File: src/hw/rtl/pcl_pkg.sv
`default_nettype none
// ----------------------------------------------------------------------------
// pcl_pkg
// types and codes shared by the positional circular list cells and top level
// ----------------------------------------------------------------------------
package pcl_pkg;

    localparam int WORD_W  = 32;
    localparam int IDX_W   = 8;
    localparam int CNT_OUT_W = 5;

    // operation codes
    localparam logic [2:0] OP_INS_FRONT = 3'd0;
    localparam logic [2:0] OP_INS_BACK  = 3'd1;
    localparam logic [2:0] OP_INS_POS   = 3'd2;
    localparam logic [2:0] OP_DEL_FRONT = 3'd3;
    localparam logic [2:0] OP_DEL_POS   = 3'd4;
    localparam logic [2:0] OP_DEL_BACK  = 3'd5;
    localparam logic [2:0] OP_READ      = 3'd6;

    // status codes
    localparam logic [1:0] ST_OK     = 2'd0;
    localparam logic [1:0] ST_EMPTY  = 2'd1;
    localparam logic [1:0] ST_FULL   = 2'd2;
    localparam logic [1:0] ST_BADPOS = 2'd3;

    // cell shift operations
    localparam logic [1:0] SH_HOLD = 2'd0;
    localparam logic [1:0] SH_INS  = 2'd1;
    localparam logic [1:0] SH_DEL  = 2'd2;
    localparam logic [1:0] SH_ROT  = 2'd3;

    typedef struct packed {
        logic [2:0]               opcode;
        logic signed [WORD_W-1:0] value;
        logic [7:0]               position;
    } t_in;

    typedef struct packed {
        logic [1:0]               status;
        logic signed [WORD_W-1:0] entry_value;
        logic                     is_last;
        logic [CNT_OUT_W-1:0]     entry_count;
    } t_out;

    typedef struct packed {
        logic [1:0]        shift_op;
        logic [IDX_W-1:0]  idx;
        logic [IDX_W-1:0]  last;
        logic [WORD_W-1:0] word;
    } t_cell_cmd;

endpackage
`default_nettype wire

File: src/hw/rtl/pcl_cell.sv
`default_nettype none
// ----------------------------------------------------------------------------
// pcl_cell
// one list entry; takes its word from itself, a neighbor, the head or the bus
// ----------------------------------------------------------------------------
module pcl_cell #(
    parameter int CELL_IDX = 0
) (
    input  wire logic                      i_clk,
    input  wire pcl_pkg::t_cell_cmd        i_cmd,
    input  wire logic [pcl_pkg::WORD_W-1:0] i_left,
    input  wire logic [pcl_pkg::WORD_W-1:0] i_right,
    input  wire logic [pcl_pkg::WORD_W-1:0] i_head,
    output logic      [pcl_pkg::WORD_W-1:0] o_word
);

    localparam logic [pcl_pkg::IDX_W-1:0] MY_IDX = pcl_pkg::IDX_W'(CELL_IDX);

    logic [pcl_pkg::WORD_W-1:0] r_word;

    always_ff @(posedge i_clk) begin
        case (i_cmd.shift_op)
            pcl_pkg::SH_INS: begin
                if (MY_IDX == i_cmd.idx) begin
                    r_word <= i_cmd.word;
                end else if (MY_IDX > i_cmd.idx) begin
                    r_word <= i_left;
                end
            end
            pcl_pkg::SH_DEL: begin
                if (MY_IDX >= i_cmd.idx) begin
                    r_word <= i_right;
                end
            end
            pcl_pkg::SH_ROT: begin
                // rotate within the occupied cells only
                if (MY_IDX == i_cmd.last) begin
                    r_word <= i_head;
                end else if (MY_IDX < i_cmd.last) begin
                    r_word <= i_right;
                end
            end
            default: begin
                r_word <= r_word;
            end
        endcase
    end

    assign o_word = r_word;

endmodule
`default_nettype wire

File: src/hw/rtl/pcl_chain.sv
`default_nettype none
// ----------------------------------------------------------------------------
// pcl_chain
// row of entry cells wired to their neighbors, front of the list at cell 0
// ----------------------------------------------------------------------------
module pcl_chain #(
    parameter int CAPACITY = 16
) (
    input  wire logic                       i_clk,
    input  wire pcl_pkg::t_cell_cmd         i_cmd,
    output logic      [pcl_pkg::WORD_W-1:0] o_head
);

    logic [pcl_pkg::WORD_W-1:0] w_word [CAPACITY];

    for (genvar k = 0; k < CAPACITY; k++) begin : g_cell
        logic [pcl_pkg::WORD_W-1:0] w_left;
        logic [pcl_pkg::WORD_W-1:0] w_right;

        if (k == 0) begin : g_first
            assign w_left = i_cmd.word;
        end else begin : g_mid_l
            assign w_left = w_word[k-1];
        end

        if (k == CAPACITY - 1) begin : g_lastc
            assign w_right = w_word[k];
        end else begin : g_mid_r
            assign w_right = w_word[k+1];
        end

        pcl_cell #(
            .CELL_IDX (k)
        ) u_cell (
            .i_clk   (i_clk),
            .i_cmd   (i_cmd),
            .i_left  (w_left),
            .i_right (w_right),
            .i_head  (w_word[0]),
            .o_word  (w_word[k])
        );
    end

    assign o_head = w_word[0];

endmodule
`default_nettype wire

File: src/hw/rtl/positional_circular_list_top.sv
`default_nettype none
// ----------------------------------------------------------------------------
// positional_circular_list_top
// ordered list of signed words in a chain of cells with insert, delete and
// in-order read-out at front, back or a 1-based position
// ----------------------------------------------------------------------------
//
//  channel   dir  handshake                payload
//  -------   ---  -----------------------  -------------------------------
//  in        in   i_in_valid / o_in_stall  i_in  (opcode, value, position)
//  out       out  o_out_valid / i_out_stall o_out (status, entry_value,
//                                                 is_last, entry_count)
//
//  an insert, delete or status-only transaction is first captured, then
//  decided, with every cell shifted at once in the deciding step
//  a read-out is captured and decided, then emits its entries front first,
//  as the chain rotation brings each entry to cell 0 in turn
//  reset clears the entry count and control; cell contents need no clearing
//  a stall on the out channel holds the controller until the output register
//  can take the next result; the input is stalled while a transaction is open
// ----------------------------------------------------------------------------
module positional_circular_list_top #(
    parameter int CAPACITY = 16
) (
    input  wire logic           i_clk,
    input  wire logic           i_rst_n,
    input  wire logic           i_in_valid,
    input  wire pcl_pkg::t_in   i_in,
    output logic                o_in_stall,
    output logic                o_out_valid,
    output pcl_pkg::t_out       o_out,
    input  wire logic           i_out_stall
);

    localparam int CW   = $clog2(CAPACITY + 1);
    localparam int IW   = $clog2(CAPACITY);
    localparam int CMPW = ((CW > 8) ? CW : 8) + 1;

    // controller states
    localparam logic [1:0] S_IDLE = 2'd0;
    localparam logic [1:0] S_EXEC = 2'd1;
    localparam logic [1:0] S_READ = 2'd2;

    logic [1:0]         r_state,     n_state;
    logic [CW-1:0]      r_count,     n_count;
    logic [IW-1:0]      r_rd_idx,    n_rd_idx;
    logic               r_out_valid, n_out_valid;
    pcl_pkg::t_out      r_out,       n_out;
    pcl_pkg::t_in       r_cmd;

    pcl_pkg::t_cell_cmd w_cell_cmd;
    logic [pcl_pkg::WORD_W-1:0] w_head;

    logic               w_out_free;
    logic               w_in_acc;
    logic               w_is_ins;
    logic               w_is_del;
    logic               w_full;
    logic               w_empty;
    logic               w_ins_bad;
    logic               w_del_bad;
    logic               w_rd_last;
    logic [CMPW-1:0]    w_pos_x;
    logic [CMPW-1:0]    w_cnt_x;

    assign o_in_stall  = (r_state != S_IDLE);
    assign w_in_acc    = i_in_valid && (r_state == S_IDLE);
    // the output register can load when empty or being drained this cycle
    assign w_out_free  = !r_out_valid || !i_out_stall;

    assign w_is_ins = (r_cmd.opcode == pcl_pkg::OP_INS_FRONT) ||
                      (r_cmd.opcode == pcl_pkg::OP_INS_BACK)  ||
                      (r_cmd.opcode == pcl_pkg::OP_INS_POS);
    assign w_is_del = (r_cmd.opcode == pcl_pkg::OP_DEL_FRONT) ||
                      (r_cmd.opcode == pcl_pkg::OP_DEL_POS)   ||
                      (r_cmd.opcode == pcl_pkg::OP_DEL_BACK);

    assign w_full  = (r_count == CW'(CAPACITY));
    assign w_empty = (r_count == '0);

    // position checks widened so a full 8-bit position never wraps
    assign w_pos_x   = CMPW'(r_cmd.position);
    assign w_cnt_x   = CMPW'(r_count);
    assign w_ins_bad = (r_cmd.position == 8'd0) || (w_pos_x > (w_cnt_x + CMPW'(1)));
    assign w_del_bad = (r_cmd.position == 8'd0) || (w_pos_x > w_cnt_x);

    assign w_rd_last = (CW'(r_rd_idx) == (r_count - CW'(1)));

    always_comb begin
        n_state     = r_state;
        n_count     = r_count;
        n_rd_idx    = r_rd_idx;
        n_out_valid = r_out_valid;
        n_out       = r_out;

        w_cell_cmd.shift_op = pcl_pkg::SH_HOLD;
        w_cell_cmd.idx      = '0;
        w_cell_cmd.last     = pcl_pkg::IDX_W'(r_count - CW'(1));
        w_cell_cmd.word     = r_cmd.value;

        // a taken result leaves the output register
        if (!i_out_stall) begin
            n_out_valid = 1'b0;
        end

        if (w_in_acc) begin
            n_state = S_EXEC;
        end

        case (r_state)
            S_EXEC: begin
                if (w_out_free) begin
                    n_out.status      = pcl_pkg::ST_OK;
                    n_out.entry_value = '0;
                    n_out.is_last     = 1'b1;
                    n_state           = S_IDLE;
                    n_out_valid       = 1'b1;

                    if (w_is_ins) begin
                        // full takes precedence over a bad position
                        if (w_full) begin
                            n_out.status = pcl_pkg::ST_FULL;
                        end else if ((r_cmd.opcode == pcl_pkg::OP_INS_POS) && w_ins_bad) begin
                            n_out.status = pcl_pkg::ST_BADPOS;
                        end else begin
                            w_cell_cmd.shift_op = pcl_pkg::SH_INS;
                            case (r_cmd.opcode)
                                pcl_pkg::OP_INS_FRONT: w_cell_cmd.idx = '0;
                                pcl_pkg::OP_INS_BACK:
                                    w_cell_cmd.idx = pcl_pkg::IDX_W'(r_count);
                                default:
                                    w_cell_cmd.idx = r_cmd.position - 8'd1;
                            endcase
                            n_count = r_count + CW'(1);
                        end
                    end else if (w_is_del) begin
                        // empty takes precedence over a bad position
                        if (w_empty) begin
                            n_out.status = pcl_pkg::ST_EMPTY;
                        end else if ((r_cmd.opcode == pcl_pkg::OP_DEL_POS) && w_del_bad) begin
                            n_out.status = pcl_pkg::ST_BADPOS;
                        end else begin
                            w_cell_cmd.shift_op = pcl_pkg::SH_DEL;
                            case (r_cmd.opcode)
                                pcl_pkg::OP_DEL_FRONT: w_cell_cmd.idx = '0;
                                pcl_pkg::OP_DEL_BACK:
                                    w_cell_cmd.idx = pcl_pkg::IDX_W'(r_count - CW'(1));
                                default:
                                    w_cell_cmd.idx = r_cmd.position - 8'd1;
                            endcase
                            n_count = r_count - CW'(1);
                        end
                    end else if (r_cmd.opcode == pcl_pkg::OP_READ) begin
                        if (w_empty) begin
                            n_out.status = pcl_pkg::ST_EMPTY;
                        end else begin
                            // no result yet, the read-out loop emits them
                            n_out_valid = !i_out_stall ? 1'b0 : r_out_valid;
                            n_out       = r_out;
                            n_state     = S_READ;
                            n_rd_idx    = '0;
                        end
                    end

                    if (n_state == S_IDLE) begin
                        n_out.entry_count = pcl_pkg::CNT_OUT_W'(n_count);
                    end
                end
            end
            S_READ: begin
                if (w_out_free) begin
                    // emit cell 0, then rotate the occupied cells by one
                    n_out.status        = pcl_pkg::ST_OK;
                    n_out.entry_value   = $signed(w_head);
                    n_out.is_last       = w_rd_last;
                    n_out.entry_count   = pcl_pkg::CNT_OUT_W'(r_count);
                    n_out_valid         = 1'b1;
                    w_cell_cmd.shift_op = pcl_pkg::SH_ROT;
                    n_rd_idx            = r_rd_idx + IW'(1);
                    if (w_rd_last) begin
                        n_state = S_IDLE;
                    end
                end
            end
            default: begin
                n_state = n_state;
            end
        endcase
    end

    // control state
    always_ff @(posedge i_clk) begin
        if (!i_rst_n) begin
            r_state     <= S_IDLE;
            r_count     <= '0;
            r_rd_idx    <= '0;
            r_out_valid <= 1'b0;
        end else begin
            r_state     <= n_state;
            r_count     <= n_count;
            r_rd_idx    <= n_rd_idx;
            r_out_valid <= n_out_valid;
        end
    end

    // payload registers
    always_ff @(posedge i_clk) begin
        r_out <= n_out;
        if (w_in_acc) begin
            r_cmd <= i_in;
        end
    end

    pcl_chain #(
        .CAPACITY (CAPACITY)
    ) u_chain (
        .i_clk  (i_clk),
        .i_cmd  (w_cell_cmd),
        .o_head (w_head)
    );

    assign o_out_valid = r_out_valid;
    assign o_out       = r_out;

endmodule
`default_nettype wire

File: config.mk
export PLATFORM = sky130hd
export DESIGN_NAME = positional_circular_list_top
export DESIGN_NICKNAME = d
export VERILOG_FILES = /design/src/hw/rtl/pcl_pkg.sv /design/src/hw/rtl/pcl_cell.sv /design/src/hw/rtl/pcl_chain.sv /design/src/hw/rtl/positional_circular_list_top.sv
export SDC_FILE = /design/constraint.sdc
export NUM_CORES = 2
export LEC_CHECK = 0
export ABC_CLOCK_PERIOD_IN_PS = 14400
export BUFFER_PORTS_ARGS = -buffer_cell sky130_fd_sc_hd__buf_4
export CAP_MARGIN = 20
export CORE_MARGIN = 5
export CORE_UTILIZATION = 53
export DETAILED_ROUTE_END_ITERATION = 10
export PLACE_DENSITY = 0.69
export SYNTH_ARGS = -nofsm -noshare
export SYNTH_HDL_FRONTEND = slang
export SYNTH_SLANG_ARGS = --single-unit
File: constraint.sdc
create_clock -name i_clk -period 14.4 [get_ports i_clk]
set_clock_uncertainty 0.1 [all_clocks]
set_input_delay 0.72 -clock i_clk [delete_from_list [all_inputs] [get_ports i_clk]]
set_output_delay 0.72 -clock i_clk [all_outputs]
set_load 0.02 [all_outputs]
* Yosys cells after proc, flatten, opt, wreduce, memory -nomap -nowiden
Index checks and enable logic that the tools add are counted.
** Cells by class
- Shifts and indexed selects :: 0
- Multipliers :: 0
- Multiplexer cells :: 153
- $lt $le $gt $ge :: 48
- Bitwise operators :: 0
- Reductions and logical operators :: 43
- Divide/modulo/power cells :: 0
- Equality and inequality tests :: 99
- Add/sub/neg operators :: 6
** Operator list (number)
- $mux 32 :: 78
- $pmux 32 s3 :: 15
- $eq 4x8->1 const A :: 16
- $mux 40 :: 3
- $mux 38 :: 3
- $ne 3x3->1 const B :: 30
- $pmux 40 s2 :: 1
- $eq 3x8->1 const A :: 8
- $gt 4x8->1 const A :: 8
- $pmux 32 s2 :: 1
- $reduce_and 4->1 :: 16
- $ge 4x8->1 const A :: 7
- $lt 4x8->1 const A :: 7
- $mux 10 :: 5
- $ne 2x2->1 const B :: 25
- $mux 2 :: 18
- $mux 5 :: 7
- $eq 2x8->1 const A :: 4
- $ge 3x8->1 const A :: 4
- $gt 3x8->1 const A :: 4
- $lt 3x8->1 const A :: 4
- $pmux 8 s2 :: 2
- $logic_not 8->1 :: 3
- $mux 4 :: 6
- other kinds (41) :: 74
** Word-level totals
- ROM bits :: 0
- Output and inout bits :: 42
- Bits in latches :: 0
- Memory bits (writable) :: 0
- Register bits after elaboration :: 607
- Memories :: 0

* Logic depth before layout (Yosys ltp)
- Depth after elaboration :: 13
- Gate-level depth with buffers :: 16
- Gate-level depth less buffers :: 11

* By module
Synthesis repeated with hierarchy kept, for this count alone.
** Unflattened totals
- Cell total of the unflattened synthesis :: 2886
- Area, all modules :: 38119.1 um^2
** By module, submodules not included
- positional_circular_list_top :: seq. area each 2732.6 um^2, times used 1, cells each 397, area an instance 4738.3 um^2
- pcl_cell at u_chain.g_cell[9].u_cell :: seq. area each 960.9 um^2, times used 1, cells each 189, area an instance 2194.6 um^2
- pcl_cell at u_chain.g_cell[5].u_cell :: seq. area each 960.9 um^2, times used 1, cells each 152, area an instance 2152.1 um^2
- pcl_cell at u_chain.g_cell[15].u_cell :: seq. area each 960.9 um^2, times used 1, cells each 149, area an instance 2125.8 um^2
- pcl_cell at u_chain.g_cell[3].u_cell :: seq. area each 960.9 um^2, times used 1, cells each 150, area an instance 2119.5 um^2
- pcl_cell at u_chain.g_cell[10].u_cell :: seq. area each 960.9 um^2, times used 1, cells each 152, area an instance 2117.0 um^2
- pcl_cell at u_chain.g_cell[13].u_cell :: seq. area each 960.9 um^2, times used 1, cells each 150, area an instance 2114.5 um^2
- pcl_cell at u_chain.g_cell[2].u_cell :: seq. area each 960.9 um^2, times used 1, cells each 152, area an instance 2110.8 um^2
- pcl_cell at u_chain.g_cell[6].u_cell :: seq. area each 960.9 um^2, times used 1, cells each 153, area an instance 2107.0 um^2
- pcl_cell at u_chain.g_cell[8].u_cell :: seq. area each 960.9 um^2, times used 1, cells each 150, area an instance 2084.5 um^2
- pcl_cell at u_chain.g_cell[4].u_cell :: seq. area each 960.9 um^2, times used 1, cells each 151, area an instance 2079.5 um^2
- pcl_cell at u_chain.g_cell[12].u_cell :: seq. area each 960.9 um^2, times used 1, cells each 150, area an instance 2073.2 um^2
- pcl_cell at u_chain.g_cell[14].u_cell :: seq. area each 960.9 um^2, times used 1, cells each 149, area an instance 2068.2 um^2
- pcl_cell at u_chain.g_cell[7].u_cell :: seq. area each 960.9 um^2, times used 1, cells each 151, area an instance 2068.2 um^2
- +3 rows

* Worst setup path before layout
OpenSTA, ideal clock, no wires.
- Path kind :: reg2reg
- From :: reg r_count[0]
- To :: reg u_chain.g_cell[12].u_cell.r_word, in the netlist u_chain.g_cell[12].u_cell.o_word[0] (enable)
- Stages on the path, launching flop included :: 15
- Setup slack :: 8384 ps
- Library setup time :: 466 ps
- Clock period less this slack :: 6016 ps
- Arrival :: 5450 ps
- Cell sequence :: dfxtp_1 > buf_2 > clkinv_1 > ha_1 > inv_1 > ha_1 > nor2b_1 > o21bai_1 > a31oi_1 > o21a_1 > buf_2 > a21boi_1 > buf_2 > clkbuf_1 > o21ai_0
** On the way
- Longest elaborated chain between the ends :: 12
** Ends and longest elaborated chain
- from (decl) :: line positional_circular_list_top.sv:45 : logic [CW-1:0] r_count, n_count;
- from (signal assigned) :: line positional_circular_list_top.sv:200 : r_count <= n_count;
- $add 5x1->6 / $gt 8x5->1 (equally long branches) :: line positional_circular_list_top.sv:84, positional_circular_list_top.sv:85
- $gt 8x6->1 / $logic_or 1x1->1 (equally long branches) :: line positional_circular_list_top.sv:84, positional_circular_list_top.sv:85
- $logic_or 1x1->1 / $logic_and 1x1->1 (equally long branches) :: line positional_circular_list_top.sv:84, positional_circular_list_top.sv:140
- $logic_and 1x1->1 / $mux 10 (equally long branches) :: line positional_circular_list_top.sv:123, positional_circular_list_top.sv:140
- $mux 9 / $mux 10 (equally long branches) :: line positional_circular_list_top.sv:123, positional_circular_list_top.sv:138
- $mux 9 / $mux 10 (equally long branches) :: line positional_circular_list_top.sv:121, positional_circular_list_top.sv:136
- $mux 10 :: line positional_circular_list_top.sv:119 : if (w_is_ins) begin
- $mux 10 :: line positional_circular_list_top.sv:112 : if (w_out_free) begin
- $mux 8 / $pmux 2 s2 (equally long branches) :: line positional_circular_list_top.sv:110 : case (r_state)
- $gt 4x8->1 (tied with other cells) :: line pcl_cell.sv:26 : end else if (MY_IDX > i_cmd.idx) begin
- $ne 3x3->1 (no line) (tied with other cells)
- $reduce_and 4->1 (no line) (*)
- to (signal assigned) :: line pcl_cell.sv:25 : r_word <= i_cmd.word;
- to (signal assigned) :: line pcl_cell.sv:27 : r_word <= i_left;
- to (signal assigned) :: line pcl_cell.sv:32 : r_word <= i_right;
- to (decl) :: line pcl_cell.sv:19 : logic [pcl_pkg::WORD_W-1:0] r_word;
Every way passes the cells marked *; elsewhere a longest branch is shown, timed or not.
A chain may end at the register's enable or synchronous reset.

* Worst setup path in the final report
- From :: reg r_count[0]
- To :: reg u_chain.g_cell[1].u_cell.r_word, in the netlist u_chain.g_cell[1].u_cell.o_word[18] (enable)
** On the way
- Longest elaborated chain between the ends :: 12
** Ends and longest elaborated chain (line)
- $add 5x1->6 / $gt 8x5->1 (equally long branches) :: positional_circular_list_top.sv:84, positional_circular_list_top.sv:85
- $gt 8x6->1 / $logic_or 1x1->1 (equally long branches) :: positional_circular_list_top.sv:84, positional_circular_list_top.sv:85
- $logic_or 1x1->1 / $logic_and 1x1->1 (equally long branches) :: positional_circular_list_top.sv:84, positional_circular_list_top.sv:140
- $logic_and 1x1->1 / $mux 10 (equally long branches) :: positional_circular_list_top.sv:123, positional_circular_list_top.sv:140
- $mux 9 / $mux 10 (equally long branches) :: positional_circular_list_top.sv:123, positional_circular_list_top.sv:138
- $mux 9 / $mux 10 (equally long branches) :: positional_circular_list_top.sv:121, positional_circular_list_top.sv:136
- $mux 10 :: positional_circular_list_top.sv:119
- $mux 10 :: positional_circular_list_top.sv:112
- $mux 8 / $pmux 2 s2 (equally long branches) :: positional_circular_list_top.sv:110
- $gt 1x8->1 (tied with other cells) :: pcl_cell.sv:26
- $ne 3x3->1 (no line) (tied with other cells)
- $reduce_and 4->1 (no line) (*)
- to (signal assigned) :: pcl_cell.sv:25
- to (signal assigned) :: pcl_cell.sv:27
- to (signal assigned) :: pcl_cell.sv:32
- to (decl) :: pcl_cell.sv:19
Marks and branches as above.

==> impl_metrics.env <==
export IMPL_die_y_um=262.9
export IMPL_cts_setup_buffers=0
export IMPL_synth_flop_cell="edfxtp_1"
export IMPL_num_rows=92
export IMPL_antenna_found_initial=0
export IMPL_leakagePower_nw=11.90
export IMPL_fin_crit_sh_pct=45.53
export IMPL_path_max_fanout=21
export IMPL_place_congestion=0.9394
export IMPL_clkPwrFrac_pct=41.5
export IMPL_synth_cell_types=85
export IMPL_pwr_share_comb_pct=8.8
export IMPL_die_w_um=262.9
export IMPL_worst_pin_slew_ps=1203
export IMPL_max_stage_delay_ps=790
export IMPL_grt_pass1_wl_um=186900
export IMPL_crit_path_frequent_cell="ha_1"
export IMPL_synth_nets=3145
export IMPL_clock_sinks=607
export IMPL_rsz0062_at_grt="no"
export IMPL_setup_violations=0
export IMPL_netlist_area_leader_share_pct=52.70
export IMPL_finalCoreUtilization_pct=59.14
export IMPL_final_cell_mix="edfxtp_1, o211ai_1, nand3_1"
export IMPL_syn_to_final_growth_pct=10.24
export IMPL_cpMaxStageDelayCell="o21a_1"
export IMPL_route_detailed_drc=0
export IMPL_worst_path_buf_inv=3
export IMPL_path_cells="clkinv_1, ha_1, inv_1, ha_1, nor2b_1, o21bai_1, a31oi_1, o21a_1, a21o_1, nand4_1, o21ai_4, buf_4"
export IMPL_hold_viol_final=0
export IMPL_seq_area_frac_synth_pct=53.41
export IMPL_endpoint_kind="flip-flop"
export IMPL_wl_um=127500
export IMPL_cpLargestDelayFamily="compound AO/OA/AOI/OAI gates"
export IMPL_p_switching_w=0.001055
export IMPL_cts_resized=0
export IMPL_powerDensity_mw_per_mm2=109.3
export IMPL_cts_tree="yes"
export IMPL_required_ps=14550
export IMPL_tns_ps=0
export IMPL_grt_total_usage_pct=34.93
export IMPL_ys_warn_count=0
export IMPL_start_util_pct=53.65
export IMPL_switching_share_pct=25.83
export IMPL_critPathArrivalTime_ps=6710
export IMPL_clk_latency_ps=630
export IMPL_grt_max_degree=191
export IMPL_multi_input_area_mm2=0.01453
export IMPL_final_layout_size_suffix_gt1_share_pct=11.76
export IMPL_avgViaCountPerCell=7.826
export IMPL_layout_cells_non_filler=3831
export IMPL_status="finished, final reports clean"
export IMPL_final_nets=2999
export IMPL_cts_htree_levels=3
export IMPL_io_pins=89
export IMPL_drt_iter0_drc=4896
export IMPL_die_area_mm2=0.06913
export IMPL_pwr_share_seq_pct=49.8
export IMPL_drv_slew=0
export IMPL_synthArstFlopShare_pct=0
export IMPL_syn_avg_cell_area_um2=11.01
export IMPL_ant_nets=0
export IMPL_cts_hold_buf=0
export IMPL_clock_path_buffers=3
export IMPL_slew_headroom_pct=19.49
export IMPL_cts_root_buf="clkbuf_16"
export IMPL_numCtsBuffers=68
export IMPL_n_antenna_cell=0
export IMPL_synth_edff_count=595
export IMPL_synth_area_leaders="edfxtp_1, o211ai_1, a22oi_1"
export IMPL_dp_hpwl_um=73530
export IMPL_place_inst=3706
export IMPL_wl_per_cell_um=33.27
export IMPL_netlist_instances=3078
export IMPL_path_clk_slew_ps=60
export IMPL_hp_class="in2reg"
export IMPL_synth_cell_area_mm2=0.03390
export IMPL_vias=29982
export IMPL_core_area_mm2=0.06320
export IMPL_period_minus_slack_ps=6557
export IMPL_maxCapViolCount=0
export IMPL_fmax_mhz=152.5
export IMPL_grt_pass1_vias=29018
export IMPL_fill_cells=5074
export IMPL_regArea_mm2=0.01811
export IMPL_final_common_cell="edfxtp_1"
export IMPL_synth_largest_area_cell="edfxtp_1"
export IMPL_p_int_w=0.003030
export IMPL_yosys_register_bits=607
export IMPL_crit_path_start_kind="flip-flop"
export IMPL_max_vdd_ir_drop_mv=0.08973
export IMPL_grt_overflow=0
export IMPL_io_buffers=88
export IMPL_critPathKind="reg2reg"
export IMPL_drtPass1Iterations=8
Yosys cell counts, types with 5 or more instances:
master	number
nand2b_1	9
o221ai_1	70
o211ai_1	389
a211oi_1	9
o31ai_1	5
o32ai_1	5
a21oi_1	49
buf_1	14
mux2i_1	114
inv_1	55
edfxtp_1	595
nor2_1	107
o22ai_1	11
dfxtp_1	12
and3_1	21
nand2_1	138
a21o_1	10
ha_1	20
nor2b_1	6
clkbuf_1	299
buf_2	66
and2_1	62
xnor2_1	15
a221o_1	77
nor3_1	13
nor4_1	8
o211a_1	8
nand3_1	253
a31oi_1	44
a22o_1	41
o21a_1	6
a22oi_1	240
a21boi_0	21
a311oi_1	6
buf_6	5
nand4_1	7
o2111ai_1	12
o21ai_0	91
o21ai_1	38
a32oi_1	30
a221oi_1	15
or3_1	6
registers in the layout, summed over array words and instances (netlist names):
register,flops
r_rd_idx,4
r_count,5
u_chain.g_cell.u_cell.o_word,512
o_out,40
r_cmd,43
r_state,2
o_out_valid,1
worst paths after layout:
kind / from / endpoint / slack (ps) / cells past startpoint
max reg2reg: r_count[0] / u_chain.g_cell[1].u_cell.o_word[18] / 7840 / 12
min reg2reg: r_rd_idx[2] / r_rd_idx[2] / 430 / 2
max: r_count[0] / u_chain.g_cell[1].u_cell.o_word[18] / 7840 / 12
min: i_in[27] / r_cmd[27] / 160 / 1
per-layer routing:
metal	vias to the layer above	part of all wire, %	wire [um]	GRT usage, %
met5	-	0	0	0
met4	0	5.9	7521	18.00
met3	551	14	18450	10.10
met2	2728	43	55360	52.74
met1	14528	36	46130	46.17
li1	12175	-	-	-
power groups by stage:
stage | Clock [W] | Sequential [W] | Combinational [W]
2_1_floorplan | 0 | 0.00205 | 0.000207
3_3_place_gp | 0 | 0.00207 | 0.000338
5_1_grt | 0.00177 | 0.00203 | 0.000377
6_report | 0.00169 | 0.00203 | 0.000359
3_5_place_dp | 0 | 0.00207 | 0.000344
4_1_cts | 0.00170 | 0.00203 | 0.000345
stage by stage:
step / hold WS (ps) / cell area, um2 / setup WS, ps / total power (W)
after detailed placement: 420.5 / 35240 / 8037 / 0.002411
final: 164.4 / 37370 / 7843 / 0.004086
after CTS: 138.2 / 37330 / 7998 / 0.004074
after global placement: 403.2 / 35160 / 8246 / 0.002404
after floorplan: 374.0 / 33900 / 8384 / 0.002261
after global routing: 162.8 / 37370 / 7589 / 0.004180
final cells by class:
class | count | area share, %
timing repair buffer | 170 | 3.666
inverter | 58 | 0.5825
sequential | 607 | 48.45
tap | 846 | 2.832
clock inverter | 36 | 0.6796
multi-input combinational | 2027 | 38.88
clock buffer | 87 | 4.914
logic make-up after synthesis:
kind of cell / share of synthesized area [%]
flops: 53.41
xor+xnor: 0.5388
simple gates: 9.473
fa+ha+maj: 0.7381
mux: 3.432
buf+inv: 5.292
compound gates: 27.12
Note: power is estimated with default switching activity, not from simulation.
